File: config.mk
export PLATFORM = sky130hd
export DESIGN_NAME = pfde_ctrl
export DESIGN_NICKNAME = d
export VERILOG_FILES = /design/src/hdl/pfde_pkg.sv /design/src/hdl/pfde_ctrl.sv
export VERILOG_INCLUDE_DIRS = /design/src /design/src/hdl
export SDC_FILE = /design/constraint.sdc
export NUM_CORES = 1
export LEC_CHECK = 0
export BUFFER_PORTS_ARGS = -buffer_cell sky130_fd_sc_hd__buf_2
export CORE_ASPECT_RATIO = 1.5
export CORE_MARGIN = 8
export CORE_UTILIZATION = 60
export CTS_CLUSTER_DIAMETER = 80
export DETAILED_ROUTE_END_ITERATION = 10
export PLACE_DENSITY = 0.81
export SLEW_MARGIN = 20
export SYNTH_ARGS = -nofsm -noshare
export SYNTH_HDL_FRONTEND = slang
export SYNTH_SLANG_ARGS = --single-unit
File: constraint.sdc
create_clock -name clk -period 7.1 [get_ports clk]
set_input_delay 0.71 -clock clk [delete_from_list [all_inputs] [get_ports clk]]
set_output_delay 0.71 -clock clk [all_outputs]
set_load 0.01 [all_outputs]
File: src/hdl/page_framebuffer_draw_engine_macros.svh
`ifndef PAGE_FRAMEBUFFER_DRAW_ENGINE_MACROS_SVH
`define PAGE_FRAMEBUFFER_DRAW_ENGINE_MACROS_SVH

// condition holds on the same edge
`define PFDE_ASSERT_SAME(label, clk, rst, ante, cons, msg) \
  label: assert property (@(posedge clk) disable iff (rst) (ante) |-> (cons)) else $error(msg);

// condition holds on the next edge
`define PFDE_ASSERT_NEXT(label, clk, rst, ante, cons, msg) \
  label: assert property (@(posedge clk) disable iff (rst) (ante) |=> (cons)) else $error(msg);

`endif

File: src/hdl/pfde_pkg.sv
`default_nettype none

package pfde_pkg;

  // full-range byte address: column plus page offset, before the store bound
  localparam int PIX_AW = 13;

  localparam logic [2:0] MODE_PIXEL  = 3'd0;
  localparam logic [2:0] MODE_FILL   = 3'd1;
  localparam logic [2:0] MODE_GLYPH  = 3'd2;
  localparam logic [2:0] MODE_CURSOR = 3'd3;
  localparam logic [2:0] MODE_READ   = 3'd4;

  localparam logic [1:0] REG_DISPLAY_WIDTH  = 2'd0;
  localparam logic [1:0] REG_DISPLAY_HEIGHT = 2'd1;
  localparam logic [1:0] REG_FONT_WIDTH     = 2'd2;
  localparam logic [1:0] REG_FONT_HEIGHT    = 2'd3;

  localparam logic [7:0] BYTE_ONES = 8'hFF;
  localparam logic [7:0] BYTE_ZERO = 8'h00;

  typedef struct packed {
    logic [2:0]  mode;
    logic [7:0]  pos_x;
    logic [7:0]  pos_y;
    logic        color;
    logic [15:0] row_bits;
    logic [4:0]  row_index;
    logic        last_row;
    logic [9:0]  read_index;
  } req_t;

  typedef struct packed {
    logic [7:0] read_data;
    logic       accepted;
  } rsp_t;

  typedef struct packed {
    logic [7:0] display_width;
    logic [6:0] display_height;
    logic [4:0] font_width;
    logic [5:0] font_height;
  } cfg_t;

endpackage

`default_nettype wire

File: src/hdl/pfde_ctrl.sv
`default_nettype none
`include "page_framebuffer_draw_engine_macros.svh"

module pfde_ctrl
  import pfde_pkg::*;
#(
  parameter int STORE_BYTES = 1024,
  parameter int MAX_GLYPH_WIDTH = 16,
  localparam int AW = $clog2(STORE_BYTES)
) (
  input  wire logic          clk,
  input  wire logic          rst,
  input  wire cfg_t          cfg,
  input  wire logic          req_valid,
  output logic               req_ready,
  input  wire req_t          req,
  output logic               rsp_valid,
  input  wire logic          rsp_ready,
  output rsp_t               rsp,
  output logic               mem_we,
  output logic      [AW-1:0] mem_addr,
  output logic      [7:0]    mem_wdata,
  input  wire logic [7:0]    mem_rdata
);

  localparam int GW = $clog2(MAX_GLYPH_WIDTH + 1);
  localparam logic [PIX_AW-1:0] STORE_LIM  = PIX_AW'(STORE_BYTES);
  localparam logic [PIX_AW-1:0] STORE_LAST = PIX_AW'(STORE_BYTES - 1);

  typedef enum logic [6:0] {
    S_CLEAR = 7'b0000001,
    S_IDLE  = 7'b0000010,
    S_CALC  = 7'b0000100,
    S_FILL  = 7'b0001000,
    S_RD    = 7'b0010000,
    S_MOD   = 7'b0100000,
    S_DONE  = 7'b1000000
  } state_t;

  state_t            state;
  req_t              req_q;
  logic [PIX_AW-1:0] addr;
  logic [PIX_AW-1:0] fill_end;
  logic [2:0]        bit_sel;
  logic [15:0]       glyph_bits;
  logic [GW-1:0]     pix_cnt;
  logic [GW-1:0]     pix_end;
  logic [7:0]        cursor_x;
  logic [7:0]        cursor_y;
  logic [7:0]        res_data;
  logic              res_ok;

  logic              is_glyph;
  logic [7:0]        x_sel;
  logic [7:0]        y_sel;
  logic [7:0]        glyph_y;
  logic [11:0]       page_off;
  logic [PIX_AW-1:0] base;
  logic              pix_ok;
  logic              glyph_fit;
  logic [14:0]       fill_area;
  logic [PIX_AW-1:0] fill_n;
  logic [GW-1:0]     glyph_n;
  logic              read_ok;
  logic [7:0]        mask;
  logic              pix_color;
  logic              mod_write;

  // address and range checks for the latched item
  always_comb begin
    is_glyph  = req_q.mode == MODE_GLYPH;
    glyph_y   = cursor_y + {3'b000, req_q.row_index};
    x_sel     = is_glyph ? cursor_x : req_q.pos_x;
    y_sel     = is_glyph ? glyph_y : req_q.pos_y;
    page_off  = 12'(y_sel[6:3]) * 12'(cfg.display_width);
    base      = {1'b0, page_off} + {5'b00000, x_sel};
    pix_ok    = (req_q.pos_x < cfg.display_width) &&
                (req_q.pos_y < {1'b0, cfg.display_height}) &&
                (base < STORE_LIM);
    glyph_fit = (({1'b0, cursor_x} + {4'b0000, cfg.font_width}) < {1'b0, cfg.display_width}) &&
                (({1'b0, cursor_y} + {3'b000, cfg.font_height}) <
                 {2'b00, cfg.display_height}) &&
                ({1'b0, req_q.row_index} < cfg.font_height);
    fill_area = 15'(cfg.display_width) * 15'(cfg.display_height);
    fill_n    = (PIX_AW'(fill_area[14:3]) > STORE_LIM) ? STORE_LIM : PIX_AW'(fill_area[14:3]);
    glyph_n   = (cfg.font_width > 5'(MAX_GLYPH_WIDTH)) ? GW'(MAX_GLYPH_WIDTH)
                                                         : GW'(cfg.font_width);
    read_ok   = PIX_AW'(req_q.read_index) < STORE_LIM;
  end

  // read-modify-write data path
  always_comb begin
    mask      = 8'b0000_0001 << bit_sel;
    pix_color = is_glyph ? (glyph_bits[15] ? req_q.color : ~req_q.color) : req_q.color;
    mod_write = ((req_q.mode == MODE_PIXEL) || is_glyph) && (addr < STORE_LIM);
    mem_addr  = addr[AW-1:0];
    mem_we    = 1'b0;
    mem_wdata = BYTE_ZERO;
    case (state)
      S_CLEAR: begin
        mem_we = 1'b1;
      end
      S_FILL: begin
        mem_we    = 1'b1;
        mem_wdata = req_q.color ? BYTE_ONES : BYTE_ZERO;
      end
      S_MOD: begin
        mem_we    = mod_write;
        mem_wdata = pix_color ? (mem_rdata | mask) : (mem_rdata & ~mask);
      end
      default: begin
        mem_we = 1'b0;
      end
    endcase
  end

  assign req_ready = state == S_IDLE;

  always_ff @(posedge clk) begin
    if (rst) begin
      state     <= S_CLEAR;
      addr      <= '0;
      cursor_x  <= '0;
      cursor_y  <= '0;
      rsp_valid <= 1'b0;
    end else begin
      // a finishing item reloads the response register in the same cycle
      if (rsp_valid && rsp_ready && (state != S_DONE)) begin
        rsp_valid <= 1'b0;
      end
      case (state)
        S_CLEAR: begin
          addr <= addr + 1'b1;
          if (addr == STORE_LAST) begin
            state <= S_IDLE;
          end
        end
        S_IDLE: begin
          if (req_valid) begin
            req_q <= req;
            state <= S_CALC;
          end
        end
        S_CALC: begin
          res_data   <= BYTE_ZERO;
          res_ok     <= 1'b0;
          bit_sel    <= y_sel[2:0];
          glyph_bits <= req_q.row_bits;
          pix_cnt    <= '0;
          pix_end    <= glyph_n;
          fill_end   <= fill_n;
          state      <= S_DONE;
          case (req_q.mode)
            MODE_PIXEL: begin
              addr <= base;
              if (pix_ok) begin
                res_ok <= 1'b1;
                state  <= S_RD;
              end
            end
            MODE_FILL: begin
              addr   <= '0;
              res_ok <= 1'b1;
              if (fill_n != '0) begin
                state <= S_FILL;
              end
            end
            MODE_GLYPH: begin
              addr <= base;
              if (glyph_fit) begin
                res_ok <= 1'b1;
                if (req_q.last_row) begin
                  cursor_x <= cursor_x + {3'b000, cfg.font_width};
                end
                if (glyph_n != '0) begin
                  state <= S_RD;
                end
              end
            end
            MODE_CURSOR: begin
              cursor_x <= req_q.pos_x;
              cursor_y <= req_q.pos_y;
              res_ok   <= 1'b1;
            end
            MODE_READ: begin
              addr <= PIX_AW'(req_q.read_index);
              if (read_ok) begin
                res_ok <= 1'b1;
                state  <= S_RD;
              end
            end
            default: begin
              res_ok <= 1'b0;
            end
          endcase
        end
        S_FILL: begin
          addr <= addr + 1'b1;
          if (addr + 1'b1 == fill_end) begin
            state <= S_DONE;
          end
        end
        S_RD: begin
          state <= S_MOD;
        end
        S_MOD: begin
          state <= S_DONE;
          case (req_q.mode)
            MODE_READ: begin
              res_data <= mem_rdata;
            end
            MODE_GLYPH: begin
              // consecutive columns of one page row are consecutive bytes
              glyph_bits <= {glyph_bits[14:0], 1'b0};
              pix_cnt    <= pix_cnt + 1'b1;
              addr       <= addr + 1'b1;
              if (pix_cnt + 1'b1 != pix_end) begin
                state <= S_RD;
              end
            end
            default: begin
              state <= S_DONE;
            end
          endcase
        end
        S_DONE: begin
          if (!rsp_valid || rsp_ready) begin
            rsp.read_data <= res_data;
            rsp.accepted  <= res_ok;
            rsp_valid     <= 1'b1;
            state         <= S_IDLE;
          end
        end
        default: begin
          state <= S_IDLE;
        end
      endcase
    end
  end

  `PFDE_ASSERT_SAME(a_no_write_idle, clk, rst, state == S_IDLE, !mem_we, "store written while idle")
  `PFDE_ASSERT_SAME(a_read_no_write, clk, rst, (state == S_MOD) && (req_q.mode == MODE_READ), !mem_we, "read item wrote the store")
  `PFDE_ASSERT_NEXT(a_accept_calc, clk, rst, req_valid && req_ready, state == S_CALC, "accepted beat not decoded")
  `PFDE_ASSERT_SAME(a_fill_bound, clk, rst, state == S_FILL, addr < fill_end, "fill ran past its count")
  `PFDE_ASSERT_SAME(a_glyph_bound, clk, rst, (state == S_MOD) && is_glyph, pix_cnt < pix_end, "glyph column past its width")
  `PFDE_ASSERT_NEXT(a_clear_end, clk, rst, (state == S_CLEAR) && (addr == STORE_LAST), state == S_IDLE, "clearing pass overran")

endmodule

`default_nettype wire

==> run summary <==
The run finished with clean final reports. The sum of overflow across all layers after global routing is 0. The ratio of routed vias to standard cells came out at 5.99.

The number of flops mapped to enable cells by yosys is between 100 and 150. The number of nets in the synthesized netlist is ~1500. The number of buffers added to fix hold violations after cts came out at 0. The global-route met3 utilization is 0.0479. For this block, the via count after detailed routing is 9482.

Row generation in the floorplan step produced 62 rows. The number of sinks on the clock net is approximately 150. The met2 demand-to-capacity share in global routing is 0.435. In the synthesized netlist, the cells that appear most often are 133 x sky130_fd_sc_hd__nand2_1, 131 x sky130_fd_sc_hd__nor2_1, 111 x sky130_fd_sc_hd__edfxtp_1, 102 x sky130_fd_sc_hd__ha_1, 93 x sky130_fd_sc_hd__inv_1.

The number of nets in the layout is ~1600. The class of the tightest hold or removal check is reg -> reg. The fraction of registers with async set/reset came out at 0.

The final critical-path required period is a little over 6 ns. The worst hold endpoint is rsp[1]. Setup violations remaining at the end of the flow were counted as 0. The count of different cell masters after synthesis is 87. The effective utilization at floorplan is 0.608.

In the post-synthesis netlist, the biggest area contributors are sky130_fd_sc_hd__edfxtp_1 29%, sky130_fd_sc_hd__ha_1 11%, sky130_fd_sc_hd__fa_1 8.8%. The number of storage elements in the synthesis netlist came out at between 100 and 150. The cell chosen for the clock root is sky130_fd_sc_hd__clkbuf_16. The iteration count of the initial detailed-routing pass came out at 5. The first global-routing pass estimated between 40 and 50 mm of wire. In this run the most used layer during global routing was met2. The HPWL reported at the end of detailed placement came out at between 20 and 25 mm. sky130_fd_sc_hd__edfxtp_1 takes more of the synthesized area than any other cell. Entering global routing, the biggest net connects 53 pins. The most frequently used flop master after synthesis is sky130_fd_sc_hd__edfxtp_1.

The highest clock frequency the design can meet came out at 162 MHz. The highest ir drop seen on vdd is roughly 0.16 mV. The total power per unit cell area came out at around 210 nW/µm². The kind of start point of the critical path is a flip-flop. The total length of routed wires is a little under 30 mm. The number of maximum-capacitance violations is 0. Measured against its own limit, the worst slew margin works out to 0.316. 120 I/O pins were placed. The region available for standard cell placement spans ~19000 µm². The synthesis warning total is 0. The repair_antennas step left the layout with diodes totalling 0. In the routed design, unresolved DRC markers number 0.

Data arrives at the worst endpoint at around 6.5 ns. The category of the most critical setup path is reg -> reg. The sum of negative setup slack came out at 0 ns. The number of buffers inserted by post-CTS setup repair came out at 0. After detailed routing, the average wire length per cell comes to approximately 18 µm. The startpoint of the tightest hold check path is res_data[0]. The placed instance area is between 10000 and 15000 µm². At the later pin of the worst-skew pair, clock insertion delay measures 0.44 ns.

Averaged over all synthesized cells, the footprint is approximately 9.4 µm². The die outline height is between 150 and 200 µm. The area of all placed cells without fillers is ~13000 µm². In the synthesized netlist, the number of instances is roughly 1200. In this run the critical register-to-register path is launched from cursor_y[0].

The antenna violation net count after detailed routing came out at 0. The share of synthesized area in the top cell type comes to 0.288. For this run, the total global-route usage over all layers was measured as 0.249. Setup repair after global routing left no endpoint under its margin. The worst setup path is captured at a flip-flop. In the finished design, the share of the clock period the worst path needs comes to 0.870. For met1 alone, demand over resource in global routing was 0.276.

The count of final hold-check violations is 0. For the worst flop-to-flop path, the logic depth is 23. The worst clock skew on the final layout is approximately 0.011 ns.

The number of cells upsized or downsized after cts came out at 0. The endpoint required time on the critical path came out at 7.41 ns. The final count of pins violating max slew came out at 0. The worst-case clock buffer depth is 2. The die outline width is ~130 µm. The share of synthesized area occupied by flip-flops and latches came out at 0.352.

The most numerous cell in the Yosys netlist is sky130_fd_sc_hd__nand2_1. The count of buffers inserted at the top-level ports came out at roughly 120. The end-of-flow core utilization came out at 0.674. After layout, the design draws a total of about 2.7 mW. The area growth from synthesis to final layout is 10.9%.

The critical-path maximum fanout came out at 8. The worst reg2reg path endpoint is state[6]. The area enclosed by the die boundary came out at about 24000 µm². TritonCTS built the clock tree.

The worst-margin pin slew is 1.03 ns. At the end of routability-driven placement, the weighted congestion stood at ~0.96. The share of cells above drive strength 1 is 0.139. The number of global-route vias before repair is 9366.

In this run the number of H-tree levels came out at 4. The first routing iteration left 822 violations. The worst hold path passes through 0 cells.

The number of antenna violations at the first check in global routing is 1. The worst register-to-register path has a setup slack of approximately 0.93 ns. The synthesized cell area came out at between 10000 and 15000 µm². The static leakage power is between 5 and 6 nW. The TritonCTS buffer count is 17. Clock-pin slew was measured on the worst setup and hold paths at 0.07 ns.
[metal layers]
layer / wire length (µm) / part of all wire
met5: 0 / 0
met4: 1460 / 0.050
met3: 1730 / 0.059
met2: 15100 / 0.52
met1: 11000 / 0.38
[critical path: stages, from the launching register on]
cell,delay [ns]
sky130_fd_sc_hd__dfxtp_1,0.36
sky130_fd_sc_hd__ha_1,0.18
sky130_fd_sc_hd__inv_1,0.05
sky130_fd_sc_hd__fa_1,0.40
sky130_fd_sc_hd__nor2b_1,0.12
sky130_fd_sc_hd__o21ai_0,0.14
sky130_fd_sc_hd__a21boi_0,0.26
sky130_fd_sc_hd__o21ai_0,0.14
sky130_fd_sc_hd__xnor2_1,0.15
sky130_fd_sc_hd__mux2i_1,0.52
sky130_fd_sc_hd__nor2_1,0.14
sky130_fd_sc_hd__fa_1,0.53
sky130_fd_sc_hd__fa_1,0.54
sky130_fd_sc_hd__inv_1,0.05
sky130_fd_sc_hd__fa_1,0.52
sky130_fd_sc_hd__inv_1,0.04
sky130_fd_sc_hd__ha_1,0.34
sky130_fd_sc_hd__nor4_1,0.35
sky130_fd_sc_hd__nor3_1,0.11
sky130_fd_sc_hd__a21o_1,0.20
sky130_fd_sc_hd__a2111oi_0,0.44
sky130_fd_sc_hd__o2111a_1,0.28
sky130_fd_sc_hd__a311o_1,0.13
sky130_fd_sc_hd__a21oi_1,0.06
[sequential cells by signal, indices dropped and copies added (netlist names)]
register	flops
state	7
rsp_valid	1
pix_end	5
res_data	8
rsp	9
res_ok	1
glyph_bits	16
fill_end	12
req_q	52
cursor_x	8
pix_cnt	5
addr	13
cursor_y	8
bit_sel	3
[metrics by stage]
step / hold slack (ns) / worst slack (ns) / cells
3_3_place_gp: 0.401 / 1.11 / 1552
5_1_grt: 0.428 / 0.388 / 1584
2_1_floorplan: 0.400 / 1.64 / 1224
6_report: 0.422 / 0.925 / 1584
4_1_cts: 0.420 / 0.940 / 1584
3_5_place_dp: 0.406 / 0.957 / 1552
[cell type report]
cell class	instances	area, µm²
clock buffers	17	425
well taps	256	320
multi-input cells	922	6820
inverters	99	372
flip-flops and latches	148	4070
clock inverters	15	149
fillers	1487	6190
repair buffers	127	656
[cell usage in the layout (no fill, tap or decap), types with 17 or more instances in the layout]
master / netlist / routed
sky130_fd_sc_hd__nand2_1: 133 / 133
sky130_fd_sc_hd__nor2_1: 131 / 130
sky130_fd_sc_hd__buf_2: 7 / 119
sky130_fd_sc_hd__edfxtp_1: 111 / 111
sky130_fd_sc_hd__ha_1: 102 / 102
sky130_fd_sc_hd__inv_1: 93 / 93
sky130_fd_sc_hd__a21oi_1: 67 / 67
sky130_fd_sc_hd__o21ai_0: 60 / 60
sky130_fd_sc_hd__fa_1: 51 / 51
sky130_fd_sc_hd__dfxtp_1: 37 / 37
sky130_fd_sc_hd__xnor2_1: 28 / 28
sky130_fd_sc_hd__and2_1: 25 / 25
sky130_fd_sc_hd__nand3_1: 25 / 25
sky130_fd_sc_hd__xor2_1: 23 / 23
sky130_fd_sc_hd__nor2b_1: 19 / 19
sky130_fd_sc_hd__nand2b_1: 19 / 19
sky130_fd_sc_hd__mux2i_1: 18 / 18
sky130_fd_sc_hd__nor3_1: 18 / 18
sky130_fd_sc_hd__clkbuf_16: 0 / 17
[where the power goes]
group / total (mW) / switching, mW / internal, mW
sequential: 0.981 / 0.0254 / 0.955
clock: 0.881 / 0.391 / 0.490
combinational: 0.861 / 0.506 / 0.354
total: 2.72 / 0.922 / 1.80
[how the worst max path moves through the flow]
| stage | from | end | cells after the start |
|---|---|---|---|
| floorplan | rst | req_q[0] | 3 |
| global placement | cursor_y[0] | state[6] | 23 |
| detailed placement | cursor_y[0] | state[6] | 23 |
| CTS | cursor_y[0] | state[6] | 23 |
| global route | cursor_y[0] | addr[8] | 22 |
| finish | cursor_y[0] | state[6] | 23 |
[kinds of logic after synthesis]
group	count (synthesis)	synth area share
AND/OR/NAND/NOR	458	0.199
XOR/XNOR	51	0.0386
other	1	0.000324
AO/OA/AOI/OAI	236	0.132
buffers and inverters	154	0.0584
multiplexers	23	0.0205
adder cells (fa/ha/maj)	153	0.199
flip-flops	148	0.352
Note: power is estimated with default switching activity, not from simulation.
